$ cat src/sv/binomial_lattice_slalom_pricer_assert.svh
// Assertion helpers used by the pricer controller.
// Both expect clk and rst_n in scope.
`ifndef BINOMIAL_LATTICE_SLALOM_PRICER_ASSERT_SVH
`define BINOMIAL_LATTICE_SLALOM_PRICER_ASSERT_SVH

`define BLSP_ASSERT_IMP(label, ante, cons, msg) \
    label: assert property (@(posedge clk) disable iff (!rst_n) (ante) |-> (cons)) \
        else $error(msg);

`define BLSP_ASSERT_NXT(label, ante, cons, msg) \
    label: assert property (@(posedge clk) disable iff (!rst_n) (ante) |=> (cons)) \
        else $error(msg);

`endif

$ cat src/sv/blsp_pkg.sv
`default_nettype none

package blsp_pkg;

    localparam int DEFAULT_MAX_DATES = 16;
    localparam int DEFAULT_MAX_STEPS = 1023;

    localparam int CFG_W = 48;
    localparam int CFG_AW = 3;

    localparam logic [1:0] OP_APPEND  = 2'd0;
    localparam logic [1:0] OP_COMPUTE = 2'd1;
    localparam logic [1:0] OP_CLEAR   = 2'd2;

    localparam logic [CFG_AW-1:0] CFG_SPOT      = 3'd0;
    localparam logic [CFG_AW-1:0] CFG_BARRIER   = 3'd1;
    localparam logic [CFG_AW-1:0] CFG_UP        = 3'd2;
    localparam logic [CFG_AW-1:0] CFG_DOWN_SQ   = 3'd3;
    localparam logic [CFG_AW-1:0] CFG_PROB_UP   = 3'd4;
    localparam logic [CFG_AW-1:0] CFG_DISCOUNT  = 3'd5;
    localparam logic [CFG_AW-1:0] CFG_STEPS     = 3'd6;
    localparam logic [CFG_AW-1:0] CFG_STEP_DAYS = 3'd7;

    localparam logic [47:0] MASK48 = 48'hFFFF_FFFF_FFFF;
    localparam logic [31:0] PAYOUT = 32'd1677721600;

    typedef struct packed {
        logic load_spot;
        logic row_we;
        logic term_dir_load;
        logic mul_start;
        logic mul_sel_dsq;
        logic mul_take;
        logic mul_hold;
        logic node_adv;
        logic prem_we;
        logic prem_term;
        logic win_load;
        logic hit_clear;
        logic scan_cmp;
        logic load_row;
        logic up_load;
        logic blend_m1;
        logic blend_m2;
        logic res_load;
        logic res_err;
        logic date_we;
    } blsp_cmd_t;

    typedef struct packed {
        logic scan_match;
    } blsp_status_t;

endpackage

`default_nettype wire

$ cat src/sv/blsp_ctrl.sv
`default_nettype none

module blsp_ctrl #(
    parameter int MAX_DATES = 16,
    parameter int MAX_STEPS = 1023,
    localparam int SW = $clog2(MAX_STEPS + 1),
    localparam int DAW = (MAX_DATES > 1) ? $clog2(MAX_DATES) : 1,
    localparam int DCW = $clog2(MAX_DATES + 1)
) (
    input  wire logic                  clk,
    input  wire logic                  rst_n,
    input  wire logic                  start,
    input  wire logic [1:0]            opcode,
    output logic                       busy,
    output logic                       done,
    input  wire logic [SW-1:0]         nsteps,
    input  wire blsp_pkg::blsp_status_t status,
    output blsp_pkg::blsp_cmd_t        cmd,
    output logic      [SW-1:0]         row_addr,
    output logic      [SW-1:0]         prem_raddr,
    output logic      [SW-1:0]         prem_waddr,
    output logic      [DAW-1:0]        date_waddr,
    output logic      [DAW-1:0]        date_raddr
);

    import blsp_pkg::*;

    `include "binomial_lattice_slalom_pricer_assert.svh"

    typedef enum logic [4:0] {
        ST_IDLE,
        ST_TERM_DIR,
        ST_BUILD_CHK,
        ST_BUILD_M1,
        ST_BUILD_M2,
        ST_TERM_M1,
        ST_TERM_M2,
        ST_ROW_START,
        ST_WIN,
        ST_SCAN_RD,
        ST_SCAN_CMP,
        ST_ROW_LD,
        ST_ROW_LD2,
        ST_N_RD,
        ST_N_M1,
        ST_N_M2,
        ST_N_WR,
        ST_OUT_RD,
        ST_OUT_ST
    } state_t;

    state_t         state_reg, state_next;
    logic [SW-1:0]  n_reg, n_next;
    logic [SW-1:0]  i_reg, i_next;
    logic [DAW-1:0] j_reg, j_next;
    logic [DCW-1:0] count_reg, count_next;
    logic           done_reg, done_next;
    logic [DCW-1:0] count_last;

    assign count_last = count_reg - DCW'(1);

    always_comb
    begin
        state_next = state_reg;
        n_next = n_reg;
        i_next = i_reg;
        j_next = j_reg;
        count_next = count_reg;
        done_next = 1'b0;
        cmd = '0;
        unique case (state_reg)
            ST_IDLE:
            begin
                if (start)
                begin
                    unique case (opcode)
                        OP_APPEND:
                        begin
                            if (count_reg < DCW'(MAX_DATES))
                            begin
                                cmd.date_we = 1'b1;
                                count_next = count_reg + DCW'(1);
                            end
                        end
                        OP_CLEAR:
                        begin
                            count_next = '0;
                        end
                        OP_COMPUTE:
                        begin
                            if (count_reg == '0)
                            begin
                                cmd.res_load = 1'b1;
                                cmd.res_err = 1'b1;
                                done_next = 1'b1;
                            end
                            else
                            begin
                                cmd.load_spot = 1'b1;
                                cmd.row_we = 1'b1;
                                n_next = '0;
                                state_next = ST_TERM_DIR;
                            end
                        end
                        default:
                        begin
                        end
                    endcase
                end
            end
            ST_TERM_DIR:
            begin
                cmd.term_dir_load = 1'b1;
                state_next = ST_BUILD_CHK;
            end
            ST_BUILD_CHK:
            begin
                if (n_reg == nsteps)
                begin
                    i_next = '0;
                    state_next = ST_TERM_M1;
                end
                else
                begin
                    state_next = ST_BUILD_M1;
                end
            end
            ST_BUILD_M1:
            begin
                cmd.mul_start = 1'b1;
                state_next = ST_BUILD_M2;
            end
            ST_BUILD_M2:
            begin
                cmd.mul_take = 1'b1;
                cmd.row_we = 1'b1;
                n_next = n_reg + SW'(1);
                state_next = ST_BUILD_CHK;
            end
            ST_TERM_M1:
            begin
                cmd.prem_we = 1'b1;
                cmd.prem_term = 1'b1;
                cmd.mul_start = 1'b1;
                cmd.mul_sel_dsq = 1'b1;
                state_next = ST_TERM_M2;
            end
            ST_TERM_M2:
            begin
                cmd.mul_take = 1'b1;
                if (i_reg == nsteps)
                begin
                    n_next = nsteps;
                    state_next = ST_ROW_START;
                end
                else
                begin
                    i_next = i_reg + SW'(1);
                    state_next = ST_TERM_M1;
                end
            end
            ST_ROW_START:
            begin
                if (n_reg == '0)
                begin
                    state_next = ST_OUT_RD;
                end
                else
                begin
                    n_next = n_reg - SW'(1);
                    state_next = ST_WIN;
                end
            end
            ST_WIN:
            begin
                cmd.win_load = 1'b1;
                cmd.hit_clear = 1'b1;
                j_next = '0;
                state_next = ST_SCAN_RD;
            end
            ST_SCAN_RD:
            begin
                state_next = ST_SCAN_CMP;
            end
            ST_SCAN_CMP:
            begin
                cmd.scan_cmp = 1'b1;
                if (status.scan_match || (DCW'(j_reg) == count_last))
                begin
                    state_next = ST_ROW_LD;
                end
                else
                begin
                    j_next = j_reg + DAW'(1);
                    state_next = ST_SCAN_RD;
                end
            end
            ST_ROW_LD:
            begin
                state_next = ST_ROW_LD2;
            end
            ST_ROW_LD2:
            begin
                cmd.load_row = 1'b1;
                cmd.up_load = 1'b1;
                i_next = '0;
                state_next = ST_N_RD;
            end
            ST_N_RD:
            begin
                cmd.mul_start = 1'b1;
                cmd.mul_sel_dsq = 1'b1;
                state_next = ST_N_M1;
            end
            ST_N_M1:
            begin
                cmd.blend_m1 = 1'b1;
                cmd.mul_hold = 1'b1;
                state_next = ST_N_M2;
            end
            ST_N_M2:
            begin
                cmd.blend_m2 = 1'b1;
                state_next = ST_N_WR;
            end
            ST_N_WR:
            begin
                cmd.prem_we = 1'b1;
                cmd.node_adv = 1'b1;
                if (i_reg == n_reg)
                begin
                    state_next = ST_ROW_START;
                end
                else
                begin
                    i_next = i_reg + SW'(1);
                    state_next = ST_N_RD;
                end
            end
            ST_OUT_RD:
            begin
                state_next = ST_OUT_ST;
            end
            ST_OUT_ST:
            begin
                cmd.res_load = 1'b1;
                done_next = 1'b1;
                state_next = ST_IDLE;
            end
            default:
            begin
                state_next = ST_IDLE;
            end
        endcase
    end

    always_comb
    begin
        if (state_reg == ST_BUILD_M2)
        begin
            row_addr = n_reg + SW'(1);
        end
        else if (state_reg == ST_IDLE)
        begin
            row_addr = '0;
        end
        else
        begin
            row_addr = n_reg;
        end
    end

    assign prem_raddr = (state_reg == ST_N_RD) ? (i_reg + SW'(1)) : '0;
    assign prem_waddr = i_reg;
    assign date_waddr = DAW'(count_reg);
    assign date_raddr = (state_reg == ST_SCAN_RD) ? j_reg : DAW'(count_last);

    assign busy = (state_reg != ST_IDLE);
    assign done = done_reg;

    always_ff @(posedge clk or negedge rst_n)
    begin
        if (!rst_n)
        begin
            state_reg <= ST_IDLE;
            n_reg <= '0;
            i_reg <= '0;
            j_reg <= '0;
            count_reg <= '0;
            done_reg <= 1'b0;
        end
        else
        begin
            state_reg <= state_next;
            n_reg <= n_next;
            i_reg <= i_next;
            j_reg <= j_next;
            count_reg <= count_next;
            done_reg <= done_next;
        end
    end

    `BLSP_ASSERT_IMP(a_done_idle, done, !busy, "Result strobe while a run is active.")
    `BLSP_ASSERT_IMP(a_count_max, 1'b1, count_reg <= DCW'(MAX_DATES), "Date count overflow.")
    `BLSP_ASSERT_IMP(a_node_in_row, state_reg == ST_N_WR, i_reg <= n_reg, "Node beyond row.")
    `BLSP_ASSERT_NXT(a_compute_busy, start && !busy && opcode == OP_COMPUTE && count_reg != '0,
        busy, "Compute request did not start a run.")

endmodule

`default_nettype wire

$ cat config.mk
export PLATFORM = sky130hd
export DESIGN_NAME = blsp_ctrl
export DESIGN_NICKNAME = d
export VERILOG_FILES = /design/src/sv/blsp_pkg.sv /design/src/sv/blsp_ctrl.sv
export VERILOG_INCLUDE_DIRS = /design/src /design/src/sv
export SDC_FILE = /design/constraint.sdc
export NUM_CORES = 1
export LEC_CHECK = 0
export ABC_AREA = 0
export BUFFER_PORTS_ARGS = -buffer_cell sky130_fd_sc_hd__buf_2
export CAP_MARGIN = 25
export CORE_MARGIN = 5
export CORE_UTILIZATION = 40
export CTS_CLUSTER_DIAMETER = 50
export DETAILED_ROUTE_END_ITERATION = 10
export GPL_ROUTABILITY_DRIVEN = 0
export GPL_TIMING_DRIVEN = 0
export PLACE_DENSITY = 0.66
export SYNTH_ARGS = -nofsm -noshare
export SYNTH_HDL_FRONTEND = slang
export SYNTH_SLANG_ARGS = --single-unit
export TNS_END_PERCENT = 5
$ cat constraint.sdc
create_clock -name clk -period 2.15 [get_ports clk]
set_input_delay 0.215 -clock clk [delete_from_list [all_inputs] [get_ports clk]]
set_output_delay 0.215 -clock clk [all_outputs]
set_load 0.005 [all_outputs]
==> impl_metrics.ini <==
[sta]
hold_violations = 0
finalWorstSetupSlack_ps = -62.6
finalMaxSlewViolations = 0
tightest_slew_ps = 886
setup_tns_ps = -123
setup_violations = 4
slew_headroom_pct = 40.9
fin_skew_ps = 9.26
worst_hold_slack_ps = 30.4
fmax_mhz = 452
rsz0062_at_grt = yes
period_minus_slack_ps = 2210
fin_crit_sh_pct = 103

[global_route]
grt_remaining_overflow = 0
grt_max_degree = 36
track_usage_pct = 20.2
grt_pass1_wl_mm = 18.6
grt_pass1_vias = 3679
antenna_found_initial = 0

[power]
power.leakage_uw = 0.00219
pwr_density_cell_mw_per_mm2 = 1260
ir_worst_vdd_mv = 0.590

[routing]
wire_per_inst_um = 17.8
first_pass_iters = 5
vias_per_cell = 5.90
drc_errors = 0
drtAntennaViolNets = 0
drt_iter0_markers = 255
routed_wl_mm = 11.8
vias = 3910

[worst_setup_path]
start_kind = register
cp_max_fo = 7
path_class = register to register
worstPathArrival_ps = 2410
crit_required_ps = 2340
critPathCaptureType = register

[outcome]
status = finished, violations left
violations = setup timing

[cts]
ctsHoldBuffers = 0
cts_tree = built
cts-root-buf = clkbuf_8
clk_path_buf_depth = 2
worstSkewPairLatency_ps = 310
clk_pin_slew_ps = 80
htree_levels = 2
numCtsBuffers = 5
clock-sinks = 35

[logic_synthesis]
ys_ff_latch = 35
synth_top_family_by_area = simple AND/OR/NAND/NOR gates
synth_xor_area_share_pct = 11.8
synth_edf_count = 0
synthAdderAreaFrac_pct = 2.08
synth_nets = 472
synth_compound_area_share_pct = 21.0
ys.flop_type = dfrtp_1
yosys_warnings = 0
syn-mean-instance-area_um2 = 8.02
synthMuxAreaShare_pct = 4.44
syn_area_mm2 = 0.00361
netlist-cell-type-count = 69
async_reset_ff_share_pct = 100
synth-simple-area-share_pct = 27.2
seq_area_frac_synth_pct = 24.3
synth_cells = 450

[layout]
num_antenna_cells = 0
final_cells = 663
mostFrequentLayoutCell = buf_2
layout_common_cells = buf_2, nor2_1, buf_4, nand2_1, dfrtp_1
area_growth_pct = 34.0
drive_gt1_share_pct = 41.6
fillers = 816
final_nets = 576

[die]
die_area_mm2 = 0.0110
rows = 34
die_h_um = 105
core_mm2 = 0.00876
boundaryPins = 76
die_w_um = 105
initial_core_util_pct = 41.2

[placement]
numPortBuffers = 75
hpwlAfterDp_mm = 8.24
placedCellCount = 633

[min_path]
hp-class = input port to asynchronous set/reset pin

[job]
drv_cap = 0
## critical path: stages, from the launching register on
cell     delay, ps
dfrtp_1        380
buf_4          170
xor2_1         200
nor4_4         300
a31oi_2        140
or3_1          390
buf_6          150
or3_4          370
## kinds of logic after synthesis
kind of cell               count (synthesis)
adders and majority gates                  6
xor gates and xnor gates                  46
AOI/OAI and AO/OA                        104
and+or+nand+nor                          179
muxes                                     15
DFF                                       35
buffers and inverters                     65
## Yosys cell counts, types with 4 or more instances
master	n	area, um^2
or3_1	5	31.3
buf_2	21	105
ha_1	6	75.1
clkbuf_1	12	45.0
o31ai_1	12	90.1
a221o_1	5	50.1
dfrtp_1	35	876
xnor2_1	21	184
or4_1	5	37.5
a21oi_1	11	55.1
o22ai_1	4	25.0
nor2b_1	4	25.0
nor3_1	15	75.1
mux2_2	7	78.8
nor4b_1	4	35.0
and3_1	6	37.5
o221ai_1	9	78.8
mux2i_1	7	70.1
a31oi_1	4	25.0
nand4_1	5	31.3
nor4_1	6	37.5
o21ai_0	21	105
nor2_1	45	169
nand3_1	11	55.1
a22o_1	5	43.8
inv_1	17	63.8
buf_6	4	45.0
nand2_1	37	139
nand2b_1	13	81.3
o41ai_1	6	52.6
buf_4	9	67.6
xor2_1	23	201
## final timing paths
kind                            startpoint      endpoint  slack [ps]  cells past startpoint
worst max-delay path              n_reg[1]  state_reg[1]         -60                      7
worst min-delay path                 rst_n      n_reg[5]          30                      1
worst max register to register    n_reg[1]  state_reg[1]         -60                      7
worst min register to register    j_reg[3]      j_reg[3]         600                      2
max in group asynchronous            rst_n      n_reg[2]        1510                      1
min in group clk                 opcode[1]  count_reg[2]         200                      2
## final cells by class
cell class	count	area, um^2	area share, %
Timing Repair Buffer	99	559	11.6
Multi-Input combinational cell	350	2730	56.3
Tap cell	108	135	2.79
Clock buffer	6	82.6	1.71
Buffer	46	352	7.27
Clock inverter	2	35.0	0.724
Sequential cell	35	881	18.2
Inverter	17	67.6	1.40
## repair_timing
item	CTS	global route
buffers inserted	6	17
gates cloned	0	1
pin swaps	12	24
resized for setup	51	79
endpoints found under the setup margin	47	50
## layer usage
| metal | share of wire, % | vias up | track usage (%) | wire (um) |
|---|---|---|---|---|
| met1 | 43 | 1914 | 27.6 | 5080 |
| met3 | 6.9 | 24 | 4.38 | 813 |
| li1 | - | 1828 | - | - |
| met5 | 0 | - | 0 | 0 |
| met2 | 48 | 144 | 32.5 | 5720 |
| met4 | 1.7 | 0 | 4.84 | 206 |
## stage by stage
stage	power (uW)	area, um^2	util [%]	setup WS [ps]
6_report	6080	4840	55.2	-62.6
3_3_place_gp	4350	4120	47.0	-212
2_1_floorplan	3490	3610	-	23.8
4_1_cts	5420	4460	50.9	-117
5_1_grt	6500	4840	55.2	-126
3_5_place_dp	4410	4120	47.0	-210
## power breakdown
part | total [uW] | switching, uW | leakage [uW] | internal, uW
clock | 654 | 279 | 0.0000612 | 376
combinational | 4360 | 2330 | 0.00167 | 2030
sequential | 1070 | 219 | 0.000460 | 847
total | 6080 | 2830 | 0.00219 | 3250
Note: power is estimated with default switching activity, not from simulation.
